`config.mk`:
```
export PLATFORM = sky130hd
export DESIGN_NAME = tgb_axis_span
export DESIGN_NICKNAME = d
export VERILOG_FILES = /design/src/assert_macros.svh /design/src/tgb_pkg.sv /design/src/tgb_axis_span.sv
export SDC_FILE = /design/constraint.sdc
export NUM_CORES = 1
export LEC_CHECK = 0
export ABC_AREA = 1
export BUFFER_PORTS_ARGS = -buffer_cell sky130_fd_sc_hd__buf_2
export CAP_MARGIN = 20
export CORE_MARGIN = 4
export CORE_UTILIZATION = 39
export DETAILED_ROUTE_END_ITERATION = 16
export PLACE_DENSITY_LB_ADDON = 0.15
export SLEW_MARGIN = 30
export SYNTH_ARGS = -nofsm -noshare
export SYNTH_HDL_FRONTEND = slang
export SYNTH_SLANG_ARGS = --single-unit
```
`constraint.sdc`:
```
create_clock -name vclk -period 12.75
set_clock_uncertainty 0.1 [all_clocks]
set_input_delay 1.275 -clock vclk [all_inputs]
set_output_delay 1.275 -clock vclk [all_outputs]
set_load 0.1 [all_outputs]
```
`src/assert_macros.svh`:
```
// Assertion shorthands for the RTL; triangle_grid_binning_unit includes them.
// Both expect a signal named clk in the including module; TGB_ASSERT also expects rst_n.
`ifndef ASSERT_MACROS_SVH
`define ASSERT_MACROS_SVH

// Checked at every rising edge outside of reset.
`define TGB_ASSERT(lbl, prop, msg) \
    lbl: assert property (@(posedge clk) disable iff (!rst_n) (prop)) else $error(msg);

// Checked at every rising edge, reset included.
`define TGB_ASSERT_ALWAYS(lbl, prop, msg) \
    lbl: assert property (@(posedge clk) (prop)) else $error(msg);

`endif

```
`src/tgb_pkg.sv`:
```
`timescale 1ns / 1ps
`default_nettype none

package tgb_pkg;

    localparam int GRID_X   = 16;
    localparam int GRID_Y   = 16;
    localparam int GRID_Z   = 16;
    localparam int MAX_SPAN = 4;

    localparam int COORD_W = 16;
    localparam int DIFF_W  = COORD_W + 1;
    localparam int ID_W    = 16;
    localparam int CELL_W  = 4;
    localparam int SHIFT_W = 4;

    localparam int XW = (GRID_X > 1) ? $clog2(GRID_X) : 1;
    localparam int YW = (GRID_Y > 1) ? $clog2(GRID_Y) : 1;
    localparam int ZW = (GRID_Z > 1) ? $clog2(GRID_Z) : 1;

    // The occupancy store holds one row per (x, y) pair, one bit per z cell.
    localparam int ROWS  = GRID_X * GRID_Y;
    localparam int ROW_W = (ROWS > 1) ? $clog2(ROWS) : 1;

    localparam int IN_DATA_W  = ID_W + 9 * COORD_W;
    localparam int IN_USER_W  = 1;
    localparam int OUT_FLD_W  = 3 * CELL_W + ID_W;
    localparam int OUT_DATA_W = ((OUT_FLD_W + 7) / 8) * 8;
    localparam int OUT_PAD_W  = OUT_DATA_W - OUT_FLD_W;
    localparam int OUT_USER_W = 3;

    localparam int USER_SHARED_BIT  = 0;
    localparam int USER_VALID_BIT   = 1;
    localparam int USER_DROPPED_BIT = 2;

    localparam int CFG_IDX_W  = 2;
    localparam int CFG_DATA_W = 16;

    localparam logic FUNC_ADD   = 1'b0;
    localparam logic FUNC_CLEAR = 1'b1;

    localparam logic [SHIFT_W-1:0] CELL_SHIFT_RESET = SHIFT_W'(4);

    typedef enum logic [CFG_IDX_W-1:0] {
        CFG_ORIGIN_X   = 2'd0,
        CFG_ORIGIN_Y   = 2'd1,
        CFG_ORIGIN_Z   = 2'd2,
        CFG_CELL_SHIFT = 2'd3
    } cfg_reg_t;

    typedef struct packed {
        logic              rd_en;
        logic [ROW_W-1:0]  rd_addr;
        logic              wr_en;
        logic [ROW_W-1:0]  wr_addr;
        logic [GRID_Z-1:0] wr_data;
    } ram_req_t;

    typedef struct packed {
        logic signed [DIFF_W-1:0] lo;
        logic signed [DIFF_W-1:0] hi;
    } span_raw_t;

endpackage

`default_nettype wire

```
`src/tgb_axis_span.sv`:
```
`timescale 1ns / 1ps
`default_nettype none

module tgb_axis_span
    import tgb_pkg::*;
(
    input  wire logic signed [COORD_W-1:0] a,
    input  wire logic signed [COORD_W-1:0] b,
    input  wire logic signed [COORD_W-1:0] c,
    input  wire logic signed [COORD_W-1:0] org,
    input  wire logic        [SHIFT_W-1:0] shift,
    output span_raw_t                      span
);

    logic signed [COORD_W-1:0] mn;
    logic signed [COORD_W-1:0] mx;
    logic signed [DIFF_W-1:0]  d_lo;
    logic signed [DIFF_W-1:0]  d_hi;

    always_comb
    begin
        mn = a;
        if (b < mn)
        begin
            mn = b;
        end
        if (c < mn)
        begin
            mn = c;
        end
        mx = a;
        if (b > mx)
        begin
            mx = b;
        end
        if (c > mx)
        begin
            mx = c;
        end
        // The difference needs one bit more than the coordinates.
        d_lo = DIFF_W'(mn) - DIFF_W'(org);
        d_hi = DIFF_W'(mx) - DIFF_W'(org);
        // An arithmetic shift of a signed value is the floor of the quotient.
        span.lo = d_lo >>> shift;
        span.hi = d_hi >>> shift;
    end

endmodule

`default_nettype wire
```
==> metrics.cfg <==
[power_and_ir_drop]
power_density_nw_per_um2 = 216
ir_drop_mv = 0.0756
p_leak_nw = 3.01
finalPower_mw = 1.14

[cells_and_area]
diodes = 0
syn_to_final_growth_pct = 11.4
n_clock_buffer = 0
final_layout_size_suffix_gt1_frac = 0.128
final_cells = 1071
seq_area_um2 = 0
seq_cells = 0
nets = 1079

[global_routing]
antenna_found_initial = 1
grt_pass1_vias = 5093
grt_first_pass_wirelength_um = 24000
grt-ovfl-total = 0
grt_max_degree = 34
track_usage = 0.196

[floorplanning]
die_h_um = 118
rows = 39
start_util = 0.406
die_x_um = 118
num_io_pins = 102
die_area_um2 = 13900
core_um2 = 11600

[critical_path]
worstSetupPathType = input pin to output port
path_max_fanout = 32
crit_buf_inv = 6
crit_family = simple AND/OR/NAND/NOR gates
critPathArrivalTime_ps = 8130
cp-end-kind = output port
setup.worst_path.start_class = input pin
path_common_cell = nand2_1
crit_required_ps = 11380
slowest_delay_ps = 510
critPathSlowestCell = o21ai_0

[clocking]
cts_setup_buffers = 0
cts_hold_buf = 0
cts_resized = 0

[place]
dp_hpwl_um = 12100
portBuffers = 102
gp_congestion = 0.868
dp.cells = 1071
pre_cts_ws_ps = 3010

[detailed_routing]
vias = 5579
drtIter0Drc = 304
postRouteAntennaNets = 0
route.detailed.drc = 0
wl_um = 14100
vias_per_cell = 5.21
drtPass1Iterations = 5
wl_per_cell_um = 13.2

[hold_path]
hold_class = input pin to output port

[synth]
avgSynthCellArea_um2 = 5.49
ys_warn_count = 0
synth.yosys.seq_area_share = 0
syn_nets = 1009
syn_inst = 860
syn_area_um2 = 4720
ys_types = 41

[timing]
post-route-period-util = 0.745
drv_slew = 0
setup_viol = 0
worstMarginPinSlew_ps = 884
finalSetupTns_ps = 0
maxSlewHeadroom = 0.410
grt_setup_unrepaired = no
finalHoldViolCount = 0
max_freq_ghz = 0.105
worst_slack_ps = 3250
finalCriticalPeriod_ps = 9500

[flow_run]
drv_cap = 0

[outcome]
outcome = completed

per-layer routing:
layer / vias to the layer above / GRT usage / wire length (um)
met5: - / 0 / 12
met4: 2 / 0.0212 / 180
met3: 12 / 0.0187 / 664
met2: 135 / 0.324 / 6170
met1: 2370 / 0.282 / 7100
li1: 3060 / - / -
worst paths after layout:
path / start / end / depth (start not counted)
setup / recovery: a[15] / span[14] / 40
hold / removal: shift[3] / span[21] / 4
cell usage after synthesis, drive strengths merged (2+ instances only):
cell | number | area [um2]
nand2 | 272 | 1060
nand3 | 152 | 791
inv | 88 | 330
o21ai | 85 | 429
ha | 79 | 988
a21oi | 46 | 234
clkbuf | 24 | 90.1
nor2 | 24 | 90.1
xor2 | 16 | 140
o211ai | 11 | 82.6
buf | 10 | 73.8
nor3 | 8 | 45.0
xnor2 | 8 | 70.1
a211oi | 6 | 45.0
a21o | 4 | 30.0
nand4 | 4 | 25.0
or2 | 3 | 18.8
clkinv | 2 | 7.51
fa | 2 | 40.0
mux2i | 2 | 20.0
o2111ai | 2 | 17.5
o221ai | 2 | 17.5
o311ai | 2 | 17.5
o31ai | 2 | 15.0
placed cells by master (no fill, tap or decap), types with 3 or more instances in the layout:
cell type  count
nor2_1        24
ha_1          79
xor2_1        16
inv_1         87
o21ai_0       80
nor3_1         7
nand2_1      266
clkinv_1       3
a211oi_1       6
buf_2        102
nand2_4        4
xnor2_1        8
o21ai_1        4
nand3_1      149
o211ai_1      11
a21oi_1       44
a21o_1         4
or2_2          3
nand4_1        4
where the power goes:
group          internal [mW]  leakage (nW)  switching [mW]
sequential                 0             0               0
clock                      0             0               0
combinational          0.292          3.01           0.846
per-stage QoR:
step,instance area [um2],util,hold WS (ps)
CTS,5250,0.452,3110
detailed placement,5250,0.452,3110
global route,5260,0.453,3160
finish,5260,0.453,3100
floorplan,4720,-,3180
global placement,5250,0.452,3110
cell families after synthesis:
| group | Yosys count | synth area share |
|---|---|---|
| and+or+nand+nor | 464 | 0.430 |
| adders and majority gates | 81 | 0.218 |
| AOI/OAI and AO/OA | 165 | 0.197 |
| muxes | 2 | 0.00424 |
| xor gates and xnor gates | 24 | 0.0445 |
| buffers and inverters | 124 | 0.106 |
worst min-delay path: cells and delay by family:
kind	cells	cell delay, ps
buffers and inverters	2	500
AND/OR/NAND/NOR	2	150
final cells by class:
class	instances	area, um2
Inverter	90	338
Timing Repair Buffer	102	510
Fill cell	1369	6360
Tap cell	143	179
Multi-Input combinational cell	736	4230
Note: power is estimated with default switching activity, not from simulation.
