--- src/assert_macros.svh ---
// Assertion shorthands for the RTL; triangle_grid_binning_unit includes them.
// Both expect a signal named clk in the including module; TGB_ASSERT also expects rst_n.
`ifndef ASSERT_MACROS_SVH
`define ASSERT_MACROS_SVH

// Checked at every rising edge outside of reset.
`define TGB_ASSERT(lbl, prop, msg) \
    lbl: assert property (@(posedge clk) disable iff (!rst_n) (prop)) else $error(msg);

// Checked at every rising edge, reset included.
`define TGB_ASSERT_ALWAYS(lbl, prop, msg) \
    lbl: assert property (@(posedge clk) (prop)) else $error(msg);

`endif

--- src/tgb_pkg.sv ---
`timescale 1ns / 1ps
`default_nettype none

package tgb_pkg;

    localparam int GRID_X   = 16;
    localparam int GRID_Y   = 16;
    localparam int GRID_Z   = 16;
    localparam int MAX_SPAN = 4;

    localparam int COORD_W = 16;
    localparam int DIFF_W  = COORD_W + 1;
    localparam int ID_W    = 16;
    localparam int CELL_W  = 4;
    localparam int SHIFT_W = 4;

    localparam int XW = (GRID_X > 1) ? $clog2(GRID_X) : 1;
    localparam int YW = (GRID_Y > 1) ? $clog2(GRID_Y) : 1;
    localparam int ZW = (GRID_Z > 1) ? $clog2(GRID_Z) : 1;

    // The occupancy store holds one row per (x, y) pair, one bit per z cell.
    localparam int ROWS  = GRID_X * GRID_Y;
    localparam int ROW_W = (ROWS > 1) ? $clog2(ROWS) : 1;

    localparam int IN_DATA_W  = ID_W + 9 * COORD_W;
    localparam int IN_USER_W  = 1;
    localparam int OUT_FLD_W  = 3 * CELL_W + ID_W;
    localparam int OUT_DATA_W = ((OUT_FLD_W + 7) / 8) * 8;
    localparam int OUT_PAD_W  = OUT_DATA_W - OUT_FLD_W;
    localparam int OUT_USER_W = 3;

    localparam int USER_SHARED_BIT  = 0;
    localparam int USER_VALID_BIT   = 1;
    localparam int USER_DROPPED_BIT = 2;

    localparam int CFG_IDX_W  = 2;
    localparam int CFG_DATA_W = 16;

    localparam logic FUNC_ADD   = 1'b0;
    localparam logic FUNC_CLEAR = 1'b1;

    localparam logic [SHIFT_W-1:0] CELL_SHIFT_RESET = SHIFT_W'(4);

    typedef enum logic [CFG_IDX_W-1:0] {
        CFG_ORIGIN_X   = 2'd0,
        CFG_ORIGIN_Y   = 2'd1,
        CFG_ORIGIN_Z   = 2'd2,
        CFG_CELL_SHIFT = 2'd3
    } cfg_reg_t;

    typedef struct packed {
        logic              rd_en;
        logic [ROW_W-1:0]  rd_addr;
        logic              wr_en;
        logic [ROW_W-1:0]  wr_addr;
        logic [GRID_Z-1:0] wr_data;
    } ram_req_t;

    typedef struct packed {
        logic signed [DIFF_W-1:0] lo;
        logic signed [DIFF_W-1:0] hi;
    } span_raw_t;

endpackage

`default_nettype wire

--- src/tgb_occ_ram.sv ---
`timescale 1ns / 1ps
`default_nettype none

module tgb_occ_ram
    import tgb_pkg::*;
(
    input  wire logic              clk,
    input  wire ram_req_t          req,
    output logic      [GRID_Z-1:0] rd_data
);

    logic [GRID_Z-1:0] mem [ROWS];

    always_ff @(posedge clk)
    begin
        if (req.wr_en)
        begin
            mem[req.wr_addr] <= req.wr_data;
        end
        if (req.rd_en)
        begin
            rd_data <= mem[req.rd_addr];
        end
    end

endmodule

`default_nettype wire

--- config.mk ---
export PLATFORM = sky130hd
export DESIGN_NAME = tgb_occ_ram
export DESIGN_NICKNAME = d
export VERILOG_FILES = /design/src/assert_macros.svh /design/src/tgb_pkg.sv /design/src/tgb_occ_ram.sv
export SDC_FILE = /design/constraint.sdc
export NUM_CORES = 2
export LEC_CHECK = 0
export BUFFER_PORTS_ARGS = -buffer_cell sky130_fd_sc_hd__buf_2
export CORE_AREA = 5 5 820 659
export CTS_CLUSTER_DIAMETER = 120
export DETAILED_ROUTE_END_ITERATION = 10
export DIE_AREA = 0 0 825 664
export HOLD_SLACK_MARGIN = 0.15
export SLEW_MARGIN = 5
export SYNTH_ARGS = -nofsm -noshare
export SYNTH_HDL_FRONTEND = slang
export SYNTH_SLANG_ARGS = --single-unit
--- constraint.sdc ---
create_clock -name clk -period 3.03 [get_ports clk]
set_clock_uncertainty 0.05 [all_clocks]
set_input_delay 0.303 -clock clk [delete_from_list [all_inputs] [get_ports clk]]
set_output_delay 0.303 -clock clk [all_outputs]
set_load 0.02 [all_outputs]
==> impl_metrics.py <==
metrics = {
    "layout": {
        "finish.instance_area_mm2": 0.188,
        "syn2layout_area_growth_pct": 18.3,
        "final-seq-area_mm2": 0.123,
        "finalNetCount": 8459,
        "n_fill_cell": 48369,
        "drive_above_1_share": 0.299,
        "multi_input_area_mm2": 0.0330,
    },
    "pwr": {
        "peakVddDrop_mv": 0.491,
        "p_leak_uw": 0.0597,
        "power_density_mw_per_mm2": 622,
    },
    "critical_path": {
        "path_max_fanout": 1,
        "r2r_end": "rd_data[0]$_DFFE_PP_",
        "critPathKind": "reg -> reg",
        "critical_path.endpoint": "rd_data[0]$_DFFE_PP_",
        "rr_startpoint": "mem[11][0]$_DFFE_PP_",
        "arrival_ns": 3.63,
        "path_common_cell": "buf_4",
        "critPathRequiredTime_ns": 3.68,
        "start_kind": "flip-flop",
        "worstSetupStartpoint": "mem[11][0]$_DFFE_PP_",
        "reg2reg_depth": 9,
        "cpPeakStageDelay_ns": 0.47,
        "path_cells": "mux4_2, mux2_2, a22oi_1, buf_4, nand2_1, o32ai_2, buf_4, nor4_1, buf_4",
        "crit_slowest_cell": "mux4_2",
        "reg2reg_slack_ns": 0.05,
        "end_kind": "flip-flop",
    },
    "floorplanning": {
        "pin_count": 51,
        "initial_utilization": 0.299,
        "dieHeight_um": 664,
        "core.rowCount": 240,
        "die_x_um": 825,
        "die-area_mm2": 0.548,
        "coreArea_mm2": 0.532,
    },
    "timing": {
        "fin_crit_sh": 0.983,
        "worstMarginPinSlew_ns": 1.26,
        "slew_viol_final": 0,
        "finalSetupTns_ns": 0,
        "max_freq_mhz": 336,
        "finalSetupViolations": 0,
        "timing.final.crit_period_ns": 2.98,
        "hold_viol_final": 0,
        "rsz0062_at_grt": "false",
        "slew-limit-headroom": 0.156,
    },
    "logic_synthesis": {
        "synth_area_leaders": "edfxtp_1 (78%), mux4_2 (11%), mux2i_1 (3.6%)",
        "syn_nets": 7395,
        "async_flop_share": 0,
        "netlist_area_mm2": 0.159,
        "syn_area_per_cell_um2": 21.6,
        "synth_most_common_cell": "edfxtp_1",
        "synth_top_cell_by_area": "edfxtp_1",
        "synthTopCellsByCount": "edfxtp_1 (4112), mux4_2 (797), mux2i_1 (565)",
        "synth_top_area_share": 0.777,
        "synth_edf_count": 4112,
        "ys_types": 51,
        "synth-warning-count": 0,
        "yosysSeqAreaShare": 0.777,
        "synth_cells": 7360,
        "ys.flop_type": "edfxtp_1",
        "synth-seq-cells": 4112,
    },
    "clock_tree": {
        "clk_latency_ns": 0.95,
        "cts_setup_buffers": 0,
        "clk_pin_slew_ns": 0.06,
        "cts_buffers": 390,
        "cts_buffer_depth": 4,
        "cts-root-buf": "clkbuf_16",
        "cts_tree": "done",
        "h-tree-depth": 5,
        "cts_sinks": 4112,
    },
    "global_route": {
        "grt_pass1_wl_mm": 622,
        "use_met3": 0.0402,
        "antenna_found_initial": 36,
        "grt_pass1_vias": 80805,
        "busiest_layer": "met2",
        "grt_use_met2": 0.236,
        "met1_usage": 0.227,
        "gr-total-overflow": 0,
        "gr-usage-all-layers": 0.157,
        "grt_max_degree": 117,
    },
    "place": {
        "dp_hpwl_mm": 281,
        "postPlaceCellArea_mm2": 0.176,
        "place_congestion": 0.883,
        "port_buffers": 50,
    },
    "drt": {
        "wl_mm": 443,
        "drt-initial-drc-count": 11385,
        "drtAntennaViolNets": 0,
        "drtPass1Iterations": 6,
        "wl_per_cell_um": 27.9,
        "drc": 0,
        "vias": 81988,
        "viasPerCell": 5.17,
    },
    "job": {
        "cap_violations": 0,
    },
    "hold_path": {
        "hp-class": "in -> reg",
    },
    "status": {
        "status": "complete, no violations",
    },
}
-- worst max-delay path: cells and delay by family (launching register included) --
family                 cells  cell delay (ns)
AO/OA/AOI/OAI              2             0.80
AND/OR/NAND/NOR            2             0.26
buffers and inverters      3             0.57
multiplexers               2             0.75
flip-flops                 1             0.37
-- cell usage in the layout (no fill, tap or decap), drive strengths merged, types with 3 or more instances in the layout --
cell,instances
nor2,304
nand2,38
diode,11
nor3,92
or2,5
o32ai,21
a31oi,6
o21ai,38
nand4b,3
a22o,32
a2111oi,6
bufinv,31
mux2,88
edfxtp,4112
mux4,797
nand4,26
a22oi,43
a211oi,18
a21oi,175
nand3,35
o221ai,253
o22ai,148
clkinv,154
a221oi,28
clkinvlp,8
mux2i,565
o31ai,16
clkbuf,482
nor4,18
and3,11
dlygate4sd3,26
nand2b,3
inv,17
buf,1097
nor2b,9
-- cell type report --
cell class | instances | area share
sequential | 4112 | 0.657
multi-input combinational | 2792 | 0.176
timing repair buffer | 1124 | 0.0552
clock buffer | 481 | 0.0544
tap | 7139 | 0.0475
clock inverter | 206 | 0.0101
inverter | 4 | 0.000146
antenna | 11 | 0.000146
-- state kept, by name, summed over array words and instances, names as in the netlist --
| signal | cells |
|---|---|
| mem | 4096 |
| rd_data | 16 |
-- worst min-delay path by stage --
stage,slack (ns),cells past startpoint,start,to
after floorplan,0.35,0,req[0],mem[0][0]$_DFFE_PP_
after global placement,0.59,1,req[15],mem[88][15]$_DFFE_PP_
after detailed placement,0.60,1,req[15],mem[90][15]$_DFFE_PP_
after CTS,0.16,5,req[21],mem[19][14]$_DFFE_PP_
after global routing,0.23,2,req[15],mem[94][15]$_DFFE_PP_
final,0.25,2,req[15],mem[89][15]$_DFFE_PP_
-- per-layer routing --
layer	up-vias	routed length [µm]
met2	4265	199000
met3	635	48500
met5	-	37
li1	33424	-
met4	6	12000
met1	43658	184000
-- kinds of logic (layout without fill, tap and decap cells) --
| family | after synthesis | after routing | synth area share |
|---|---|---|---|
| mux | 1450 | 1450 | 0.155 |
| simple gates | 556 | 556 | 0.0157 |
| compound gates | 786 | 786 | 0.0353 |
| buf+inv | 456 | 1815 | 0.0169 |
| flops | 4112 | 4112 | 0.777 |
| other cells | 0 | 11 | 0 |
-- timing repair --
action                                  CTS  global route
gates cloned                              0             0
hold buffers                             26             0
setup endpoints to repair                 3             3
endpoints found under the hold margin  3237             0
gates resized for setup                   4             3
-- stage by stage --
stage	hold WS, ns	setup WS (ns)	util	total power (µW)	std cells
after global placement	0.585	-0.915	0.330	70700	15145
after CTS	0.163	0.0278	0.353	118000	15858
final	0.245	0.0515	0.353	117000	15869
after floorplan	0.352	0.428	-	67100	7360
after detailed placement	0.596	-0.940	0.330	70800	15145
after global routing	0.230	0.00841	0.353	120000	15862
-- power breakdown --
group	internal, µW	leakage (µW)	switching, µW
Clock	26600	0.00593	20800
Combinational	2620	0.0168	4160
Sequential	62700	0.0370	109
No activity file was read; power rests on OpenSTA's default activity.
